`config.mk`:
```
export PLATFORM = sky130hd
export DESIGN_NAME = mouse_command_frame_parser
export DESIGN_NICKNAME = d
export VERILOG_FILES = /design/src/rtl/core/mcfp_pkg.sv /design/src/rtl/core/mouse_command_frame_parser.sv /design/src/rtl/core/mcfp_window.sv /design/src/rtl/core/mcfp_out_reg.sv
export SDC_FILE = /design/constraint.sdc
export NUM_CORES = 1
export LEC_CHECK = 0
export ABC_AREA = 1
export BUFFER_PORTS_ARGS = -buffer_cell sky130_fd_sc_hd__buf_2
export CAP_MARGIN = 10
export CORE_MARGIN = 3
export CORE_UTILIZATION = 35
export CTS_CLUSTER_DIAMETER = 100
export DETAILED_ROUTE_END_ITERATION = 8
export SYNTH_ARGS = -nofsm -noshare
export SYNTH_HDL_FRONTEND = slang
export SYNTH_SLANG_ARGS = --single-unit
```
`constraint.sdc`:
```
create_clock -name clock -period 4.37 [get_ports clock]
set_input_delay 0.2185 -clock clock [delete_from_list [all_inputs] [get_ports clock]]
set_output_delay 0.2185 -clock clock [all_outputs]
set_load 0.02 [all_outputs]
```
`src/rtl/core/mcfp_pkg.sv`:
```
// Package with the shared types and constants of the mouse command frame parser.
`timescale 1ns / 1ps
`default_nettype none

package mcfp_pkg;

   // Number of bytes in one frame, and the number held between transactions.
   localparam int unsigned FRAME_LEN = 5;
   localparam int unsigned HELD_MAX  = FRAME_LEN - 1;

   // Range of valid frame type bytes.
   localparam logic [7:0] TYPE_FIRST = 8'hC1;
   localparam logic [7:0] TYPE_LAST  = 8'hC5;

   // Event kinds, numbered as the type byte minus the first type.
   typedef enum logic [2:0] {
      EVT_PRESS       = 3'd0,
      EVT_RELEASE     = 3'd1,
      EVT_MOVE        = 3'd2,
      EVT_RELEASE_ALL = 3'd3,
      EVT_SCROLL      = 3'd4
   } event_kind_type;

   // One decoded event, with a flag that says a frame was recognised.
   typedef struct packed {
      logic              hit;
      event_kind_type    kind;
      logic [7:0]        button;
      logic signed [7:0] move_x;
      logic signed [7:0] move_y;
      logic signed [7:0] wheel;
   } frame_event_type;

endpackage

`default_nettype wire

```
`src/rtl/core/mouse_command_frame_parser.sv`:
```
// Top level of the mouse command frame parser.
//
//   Channel | Direction | Payload
//   req_    | in        | rx_byte
//   rsp_    | out       | event_kind, button_code, move_x, move_y, wheel
//
// One byte is taken per cycle unless stalled; a frame result enters the
// single result register in the cycle after its checksum byte is taken.
// The input is stalled only while that register holds a result not yet taken.
// Reset is synchronous and empties the window and forgets the last frame id.
// Most bytes give no result; the rate is set by the input and output handshakes.
`timescale 1ns / 1ps
`default_nettype none

module mouse_command_frame_parser (
   input  wire logic               clock,
   input  wire logic               reset,
   input  wire logic               req_valid,
   output logic                    req_ready,
   input  wire logic [7:0]         req_rx_byte,
   output logic                    rsp_valid,
   input  wire logic               rsp_ready,
   output logic [2:0]              rsp_event_kind,
   output logic [7:0]              rsp_button_code,
   output logic signed [7:0]       rsp_move_x,
   output logic signed [7:0]       rsp_move_y,
   output logic signed [7:0]       rsp_wheel
);

   logic                      take;
   mcfp_pkg::frame_event_type evt;
   mcfp_pkg::frame_event_type rsp_data;

   // Accept a byte whenever the result register is free or being emptied.
   assign req_ready = !rsp_valid || rsp_ready;
   assign take      = req_valid && req_ready;

   mcfp_window u_window (
      .clock   (clock),
      .reset   (reset),
      .take    (take),
      .rx_byte (req_rx_byte),
      .evt     (evt)
   );

   mcfp_out_reg u_out_reg (
      .clock (clock),
      .reset (reset),
      .evt   (evt),
      .valid (rsp_valid),
      .ready (rsp_ready),
      .data  (rsp_data)
   );

   // Result fields.
   assign rsp_event_kind  = rsp_data.kind;
   assign rsp_button_code = rsp_data.button;
   assign rsp_move_x      = rsp_data.move_x;
   assign rsp_move_y      = rsp_data.move_y;
   assign rsp_wheel       = rsp_data.wheel;

`ifndef SYNTH
   // An event is only decoded from an accepted byte.
   a_hit_needs_take: assert property (@(posedge clock) disable iff (reset)
      evt.hit |-> take)
      else $error("event decoded without an input transaction");

   // A new result appears only after an input transaction.
   a_valid_from_take: assert property (@(posedge clock) disable iff (reset)
      $rose(rsp_valid) |-> $past(take))
      else $error("result raised without an input transaction");

   // Movement fields are zero except in a move event.
   a_move_zero: assert property (@(posedge clock) disable iff (reset)
      (rsp_valid && (rsp_event_kind != mcfp_pkg::EVT_MOVE)) |->
         ((rsp_move_x == 8'sd0) && (rsp_move_y == 8'sd0)))
      else $error("movement field set outside a move event");
`endif

endmodule

`default_nettype wire

```
`src/rtl/core/mcfp_window.sv`:
```
// Byte window, frame check and event decode of the mouse command frame parser.
`timescale 1ns / 1ps
`default_nettype none

module mcfp_window (
   input  wire logic                      clock,
   input  wire logic                      reset,
   input  wire logic                      take,
   input  wire logic [7:0]                rx_byte,
   output mcfp_pkg::frame_event_type      evt
);

   localparam int unsigned DEPTH = mcfp_pkg::HELD_MAX;

   logic [7:0] window_ff [DEPTH];
   logic [7:0] window_in [DEPTH];
   logic [2:0] count_ff;
   logic [2:0] count_in;
   logic [7:0] last_id_ff;
   logic [7:0] last_id_in;
   logic       last_id_valid_ff;
   logic       last_id_valid_in;

   logic       full;
   logic [7:0] sum;
   logic       repeat_id;
   logic       sum_ok;
   logic       type_ok;
   logic       pass;
   logic [7:0] kind_raw;

   // Frame check on the four held bytes plus the arriving checksum byte.
   always_comb begin
      full      = (count_ff == 3'(DEPTH));
      sum       = window_ff[0] + window_ff[1] + window_ff[2] + window_ff[3];
      repeat_id = last_id_valid_ff && (window_ff[1] == last_id_ff);
      sum_ok    = (sum == rx_byte);
      type_ok   = (window_ff[0] >= mcfp_pkg::TYPE_FIRST) &&
                  (window_ff[0] <= mcfp_pkg::TYPE_LAST);
      pass      = full && !repeat_id && sum_ok && type_ok;
      kind_raw  = window_ff[0] - mcfp_pkg::TYPE_FIRST;
   end

   // Event decode; fields that the event does not use are zero.
   always_comb begin
      evt        = '0;
      evt.hit    = take && pass;
      evt.kind   = mcfp_pkg::event_kind_type'(kind_raw[2:0]);
      case (evt.kind)
         mcfp_pkg::EVT_PRESS, mcfp_pkg::EVT_RELEASE: begin
            evt.button = window_ff[2];
         end
         mcfp_pkg::EVT_MOVE: begin
            evt.move_x = window_ff[2];
            evt.move_y = window_ff[3];
         end
         mcfp_pkg::EVT_SCROLL: begin
            evt.wheel = window_ff[2];
         end
         default: begin
            evt.button = '0;
         end
      endcase
   end

   // Next window state: fill, slide by one on a failed check, or empty on a frame.
   always_comb begin
      window_in        = window_ff;
      count_in         = count_ff;
      last_id_in       = last_id_ff;
      last_id_valid_in = last_id_valid_ff;
      if (take) begin
         if (!full) begin
            for (int i = 0; i < DEPTH; i++) begin
               if (count_ff[1:0] == 2'(i)) begin
                  window_in[i] = rx_byte;
               end
            end
            count_in = count_ff + 3'd1;
         end else if (pass) begin
            count_in         = '0;
            last_id_in       = window_ff[1];
            last_id_valid_in = 1'b1;
         end else begin
            for (int i = 0; i < DEPTH - 1; i++) begin
               window_in[i] = window_ff[i + 1];
            end
            window_in[DEPTH - 1] = rx_byte;
         end
      end
   end

   // Control state with reset.
   always_ff @(posedge clock) begin
      if (reset) begin
         count_ff         <= '0;
         last_id_ff       <= '0;
         last_id_valid_ff <= 1'b0;
      end else begin
         count_ff         <= count_in;
         last_id_ff       <= last_id_in;
         last_id_valid_ff <= last_id_valid_in;
      end
   end

   // Window bytes need no reset.
   always_ff @(posedge clock) begin
      window_ff <= window_in;
   end

endmodule

`default_nettype wire

```
`src/rtl/core/mcfp_out_reg.sv`:
```
// Result register of the mouse command frame parser.
`timescale 1ns / 1ps
`default_nettype none

module mcfp_out_reg (
   input  wire logic                      clock,
   input  wire logic                      reset,
   input  wire mcfp_pkg::frame_event_type evt,
   output logic                           valid,
   input  wire logic                      ready,
   output mcfp_pkg::frame_event_type      data
);

   logic                      valid_ff;
   logic                      valid_in;
   mcfp_pkg::frame_event_type data_ff;

   // Valid is set by a new event and cleared once the transaction completes.
   always_comb begin
      valid_in = valid_ff && !ready;
      if (evt.hit) begin
         valid_in = 1'b1;
      end
   end

   always_ff @(posedge clock) begin
      if (reset) begin
         valid_ff <= 1'b0;
      end else begin
         valid_ff <= valid_in;
      end
   end

   // Payload is loaded only when a new event arrives.
   always_ff @(posedge clock) begin
      if (evt.hit) begin
         data_ff <= evt;
      end
   end

   assign valid = valid_ff;
   assign data  = data_ff;

endmodule

`default_nettype wire
```
==> out/results.tsv, run 1 <==
metric	value	unit
CTS Hold Buffers Added	0	
vias in the first global route	2681	
max-slew violations	0	
TritonRoute pass-1 iters	5	
f_max	245.0	MHz
area share of the largest cell type after synthesis	49.26	%
Final TNS setup	0	ps
Num CTS Buffers	9	
startpoint types	flip-flop	
met3 usage in global routing	3.767	%
most frequent cells after synthesis	89 x nand2_1, 70 x inv_1, 67 x edfxtp_1, 54 x nor2_1, 22 x o21ai_0	
CP Cell Sequence	fa_1, inv_1, fa_1, inv_1, ha_1, fa_1, nand2_1, nand2_1, nand2_1, nand2_1, nand3_1, nor2_1, nand3_1, nor2_2, nand3_1, nand2_1, a21oi_1	
critical path's largest stage delay	810	ps
via count	2864	
Setup CP Type	reg2reg	
fraction of the yosys area taken by sequential cells	55.64	%
Yosys warnings	0	
Max VDD drop	0.1738	mV
worst skew pair latency	330	ps
GRT busiest layer	met2	
mean post-synth cell area	9.937	µm²
Layout fillers	1091	
Max-Cap Viols	0	
Routed WL	8814	µm
layout net count	508	
FF+latch area	2272	µm²
total power draw	1803	µW
syn_nets	452	
Die Y-Extent	114.0	µm
Post-route DRC	0	
CP max stage cell	a21oi_1	
antenna diode count	0	
Clock Path Buffers	2	
Async SR Flop Fraction	0	%
Post-CTS Setup Inserts	0	
Antenna Nets Post-Route	0	
design area	4773	µm²
Layout area overhead	16.88	%
Synth Instances	411	
arrival time at the worst endpoint	4030	ps
placed insts	596	
final count of hold timing violations	0	
skew final	8.007	ps
worst-path fanout max	8	
required time worst endpoint	4320	ps
Chip Width	114.0	µm
core area	11130	µm²
CP endpoint kind	flip-flop	
Root Driver	clkbuf_16	
endpoints failing setup	0	
CTS tree	yes	
Synth area leader	edfxtp_1	
status	finished, final reports clean	
pwr dens	377.7	nW/µm²
Lkg Pwr	0.002194	µW
main flop type after synthesis	edfxtp_1	
initial antenna violation count	0	
DRT iter0 DRCs	188	
most common cell in the netlist	nand2_1	
CTS Sinks	80	
gr usage total	14.35	%
initial cell density of the core	36.71	%
Routed WL per cell	14.40	µm
Layout Cells excl Fill	612	
Slew headroom	31.04	%
Final min period	4082	ps
clk slew on worst S/H paths	60	ps
Synth Cell Area	4084	µm²
grt total ovfl	0	
post-cts sizing count	0	
library cells used by synthesis	27	
GP Congestion	0.8690	
Worst Hold Class	in2reg	
Cell Rows	38	
Area contributors post-synth	edfxtp_1 49%, nand2_1 8.2%, fa_1 6.9%	
crit-path most repeated cell	nand2_1	
layout cell share with drive strength beyond 1	16.74	%
Post-synth EDFFs	67	
RSZ-0062 raised after global routing	false	
Post-DP HPWL	6642	µm
pin count of the biggest net entering global routing	36	
full die area	13000	µm²
worst-margin pin slew	1034	ps
GR Layer Usage met2	22.21	%
Post-DP Area	4492	µm²
area of the multi-input gates	1504	µm²
met1 GRT Util	20.13	%
#FFs+latches synth	80	
first-pass GRT wire length	14230	µm
Ports	49	
final period utilization	93.41	%
H-tree lvl count	3	
fin util	42.90	%
port buffer count	48	
vias per cell	4.680	
-- per-stage QoR --
stage                     setup WS, ps  hold slack (ps)
after floorplan                  227.8            288.0
final                            288.2            109.6
after global routing             14.94            110.0
after detailed placement         293.3            451.8
after CTS                        273.4            107.1
after global placement           432.0            449.8
-- cells by family after synthesis --
kind of cell / after synthesis / synth area share [%]
flops: 80 / 55.64
compound gates: 36 / 4.473
simple gates: 181 / 19.61
buf+inv: 79 / 7.537
xor+xnor: 6 / 1.287
fa+ha+maj: 29 / 11.46
-- sequential cells by signal, summed over array words and instances (netlist names) --
| signal | cells |
|---|---|
| u_window.count_ff | 3 |
| u_out_reg.valid | 1 |
| u_window.last_id_valid_ff | 1 |
| u_window.last_id_ff | 8 |
| u_out_reg.data | 35 |
| u_window.window_ff | 32 |
-- final cells by class --
type / count / area share [%]
Clock buffer: 9 / 4.718
Clock inverter: 7 / 1.180
Inverter: 72 / 5.662
Multi-Input combinational cell: 252 / 31.51
Sequential cell: 80 / 47.60
Tap cell: 140 / 3.670
Timing Repair Buffer: 52 / 5.662
-- final timing paths --
path                                   from                         to  slack [ps]  cells after the start
setup / recovery     u_window.window_ff[17]      u_window.window_ff[3]         290                     17
hold / removal               req_rx_byte[7]      u_window.window_ff[7]         110                      1
setup reg to reg     u_window.window_ff[17]      u_window.window_ff[3]         290                     17
hold reg to reg   u_window.last_id_valid_ff  u_window.last_id_valid_ff         470                      2
-- report_power, final --
part           total [µW]  internal, µW  switching (µW)
logic                 233          80.9             152
registers             856           842            13.5
clock network         714           391             323
-- cell usage in the layout (no fill, tap or decap), drive strengths merged --
cell and instances:
a21oi 12, buf 52, clkbuf 9, clkinv 3, clkinvlp 2, dfxtp 13, edfxtp 67, fa 14
ha 15, inv 74, nand2 89, nand3 18, nand3b 1, nand4 3, nor2 55, nor3 3
nor3b 8, o21ai 23, o21bai 1, or2 4, xnor2 2, xor2 4
-- routing by layer --
layer  share of wire, %  routed length (µm)
met1                 47                4145
met2                 46                4027
met3                6.5                 570
met4               0.81                  71
met5                  0                   0
-- worst max-delay path, delay by kind of cell, from the launching register on --
family	cells	cell delay [ps]
DFF	1	460
and+or+nand+nor	10	660
AOI/OAI and AO/OA	1	810
adders and majority gates	4	1660
buffers and inverters	2	90
Note: power is estimated with default switching activity, not from simulation.
==> run 2: changes to the inputs <==
--- a/config.mk
+++ b/config.mk
@@ -8,10 +8,13 @@
 export ABC_AREA = 1
 export BUFFER_PORTS_ARGS = -buffer_cell sky130_fd_sc_hd__buf_2
 export CAP_MARGIN = 10
+export CELL_PAD_IN_SITES_DETAIL_PLACEMENT = 1
+export CELL_PAD_IN_SITES_GLOBAL_PLACEMENT = 2
 export CORE_MARGIN = 3
-export CORE_UTILIZATION = 35
+export CORE_UTILIZATION = 33
 export CTS_CLUSTER_DIAMETER = 100
 export DETAILED_ROUTE_END_ITERATION = 8
+export PLACE_DENSITY_LB_ADDON = 0.1
 export SYNTH_ARGS = -nofsm -noshare
 export SYNTH_HDL_FRONTEND = slang
 export SYNTH_SLANG_ARGS = --single-unit
==> out/results.tsv, run 2 (synthesis gave the netlist of run 1 again) <==
metric	value	unit	change
Layout fillers	1399		was 1,091
startpoint types	flip-flop		unchanged
Worst R2R Path Depth	17		unchanged
Worst Hold Class	in2reg		unchanged
H-tree lvl count	3		unchanged
r2r setup slk	310	ps	was 290 ps
Worst R2R Start	u_window.window_ff[17]		unchanged
Final min period	4056	ps	was 4082 ps
antenna diode count	0		unchanged
layout cell share with drive strength beyond 1	16.95	%	was 16.74%
worst-path fanout max	8		unchanged
clk slew on worst S/H paths	60	ps	about the same
Switching Share	25.68	%	was 27.12%
CTS tree	yes		unchanged
Max-Cap Viols	0		unchanged
Root Driver	clkbuf_16		unchanged
skew final	10.16	ps	was 8.007 ps
hold path cells	1		unchanged
f_max	246.5	MHz	was 245.0 MHz
CTS Sinks	80		unchanged
TritonRoute pass-1 iters	4		was 5
GP Congestion	0.7923		was 0.8690
Chip Width	117.2	µm	was 114.0 µm
endpoints failing setup	0		unchanged
pin count of the biggest net entering global routing	36		unchanged
Layout area overhead	19.33	%	was 16.88%
final count of hold timing violations	0		unchanged
Lkg Pwr	0.002230	µW	was 0.002194 µW
design area	4873	µm²	was 4773 µm²
worst skew pair latency	350	ps	was 330 ps
core area	12060	µm²	was 11,130 µm²
via count	2842		was 2,864
most frequent cells in the layout	89 x nand2_1, 70 x inv_1, 67 x edfxtp_1		unchanged
Pint	1437	µW	was 1314 µW
layout net count	508		unchanged
Routed WL	9589	µm	was 8814 µm
FF+latch area	2272	µm²	unchanged
Ports	49		unchanged
DRT iter0 DRCs	150		was 188
area of the multi-input gates	1504	µm²	unchanged
first-pass GRT wire length	15610	µm	was 14,230 µm
Post-DP Area	4539	µm²	was 4492 µm²
Clock Path Buffers	2		unchanged
Cell Rows	40		was 38
post-cts sizing count	0		unchanged
CP endpoint kind	flip-flop		unchanged
initial cell density of the core	33.86	%	was 36.71%
full die area	13750	µm²	was 13,000 µm²
Antenna Nets Post-Route	0		unchanged
part of the power in registers	44.3	%	was 47.5%
Logic pwr share	12.0	%	was 12.9%
Max VDD drop	0.2030	mV	was 0.1738 mV
Setup CP Type	reg2reg		unchanged
Routed WL per cell	14.98	µm	was 14.40 µm
clock share of power	43.7	%	was 39.6%
RSZ-0062 raised after global routing	false		unchanged
Post-CTS Setup Inserts	0		unchanged
gr usage total	15.60	%	was 14.35%
grt total ovfl	0		unchanged
port buffer count	48		unchanged
required time worst endpoint	4340	ps	was 4320 ps
Slew headroom	41.05	%	was 31.04%
status	finished, final reports clean		unchanged
Net Sw Power	496.4	µW	was 488.9 µW
Hold EP	u_window.window_ff[7]		unchanged
max reg flops	35		unchanged
Post-DP HPWL	7589	µm	was 6642 µm
initial antenna violation count	0		unchanged
CTS Hold Buffers Added	0		unchanged
Die Y-Extent	117.2	µm	was 114.0 µm
reg-to-reg endpoint	u_window.window_ff[0]		was u_window.window_ff[3]
final period utilization	92.82	%	was 93.41%
vias in the first global route	2904		was 2,681
commonest non-fill, non-tap cell in the layout	nand2_1		unchanged
Num CTS Buffers	9		unchanged
max-slew violations	0		unchanged
arrival time at the worst endpoint	4020	ps	was 4030 ps
vias per cell	4.441		was 4.680
pwr dens	396.6	nW/µm²	was 377.7 nW/µm²
min-delay src	req_rx_byte[7]		unchanged
Post-route DRC	0		unchanged
worst-margin pin slew	884.2	ps	was 1034 ps
Final TNS setup	0	ps	unchanged
[run 2: cell type report]
cell class | count | share of cell area, %
sequential | 80 | 46.62
timing repair buffer | 52 | 5.802
inverter | 72 | 5.546
multi-input combinational | 252 | 30.86
tap | 168 | 4.313
clock inverter | 7 | 2.234
clock buffer | 9 | 4.621
[run 2: worst max-delay path: stages, from the launching register on]
cell      delay (ps)
edfxtp_1         500
fa_1             530
inv_1             50
fa_1             500
inv_1             40
ha_1             240
fa_1             440
nand2_1          110
nand2_1           70
nand2_1           50
nand2_1           40
nand3_1           70
nor2_1            50
nand3_1           80
nor2_2            50
nand3_1           60
nand2_1          100
a21oi_1          700
[run 2: power groups by stage]
stage                     Combinational [µW]  Sequential, µW  Clock (µW)
final                                    231             857         845
after global routing                     274             859         891
after CTS                                238             857         865
after detailed placement                 237             874           0
after global placement                   233             874           0
after floorplan                          168             868           0
[run 2: worst max-delay path by stage]
stage / startpoint / end / slack [ps] / depth (start not counted)
after detailed placement: u_window.window_ff[17] / u_window.window_ff[7] / 290 / 17
after floorplan: u_window.window_ff[1] / u_out_reg.data[0] / 230 / 17
after global placement: u_window.window_ff[17] / u_window.window_ff[15] / 390 / 17
after CTS: u_window.window_ff[17] / u_window.window_ff[0] / 280 / 17
final: u_window.window_ff[17] / u_window.window_ff[0] / 310 / 17
after global routing: u_window.window_ff[17] / u_window.window_ff[1] / 30 / 15
[run 2: per-stage QoR]
stage          hold slack, ps  cells  util [%]  worst slack [ps]  power (µW)
2_1_floorplan           288.0    411         -             227.8        1035
3_3_place_gp            450.6    624     37.63             389.9        1107
3_5_place_dp            462.5    624     37.63             292.1        1111
4_1_cts                 99.38    640     40.40             276.5        1961
5_1_grt                 106.0    640     40.40             30.30        2024
6_report                105.5    640     40.40             314.0        1933
[run 2: routing by layer]
| metal | up-vias | wire length [µm] | GRT usage (%) |
|---|---|---|---|
| met5 | - | 0 | 0 |
| met4 | 0 | 187 | 6.651 |
| met3 | 12 | 444 | 2.931 |
| met2 | 59 | 4445 | 24.59 |
| met1 | 1347 | 4511 | 21.07 |
| li1 | 1424 | - | - |
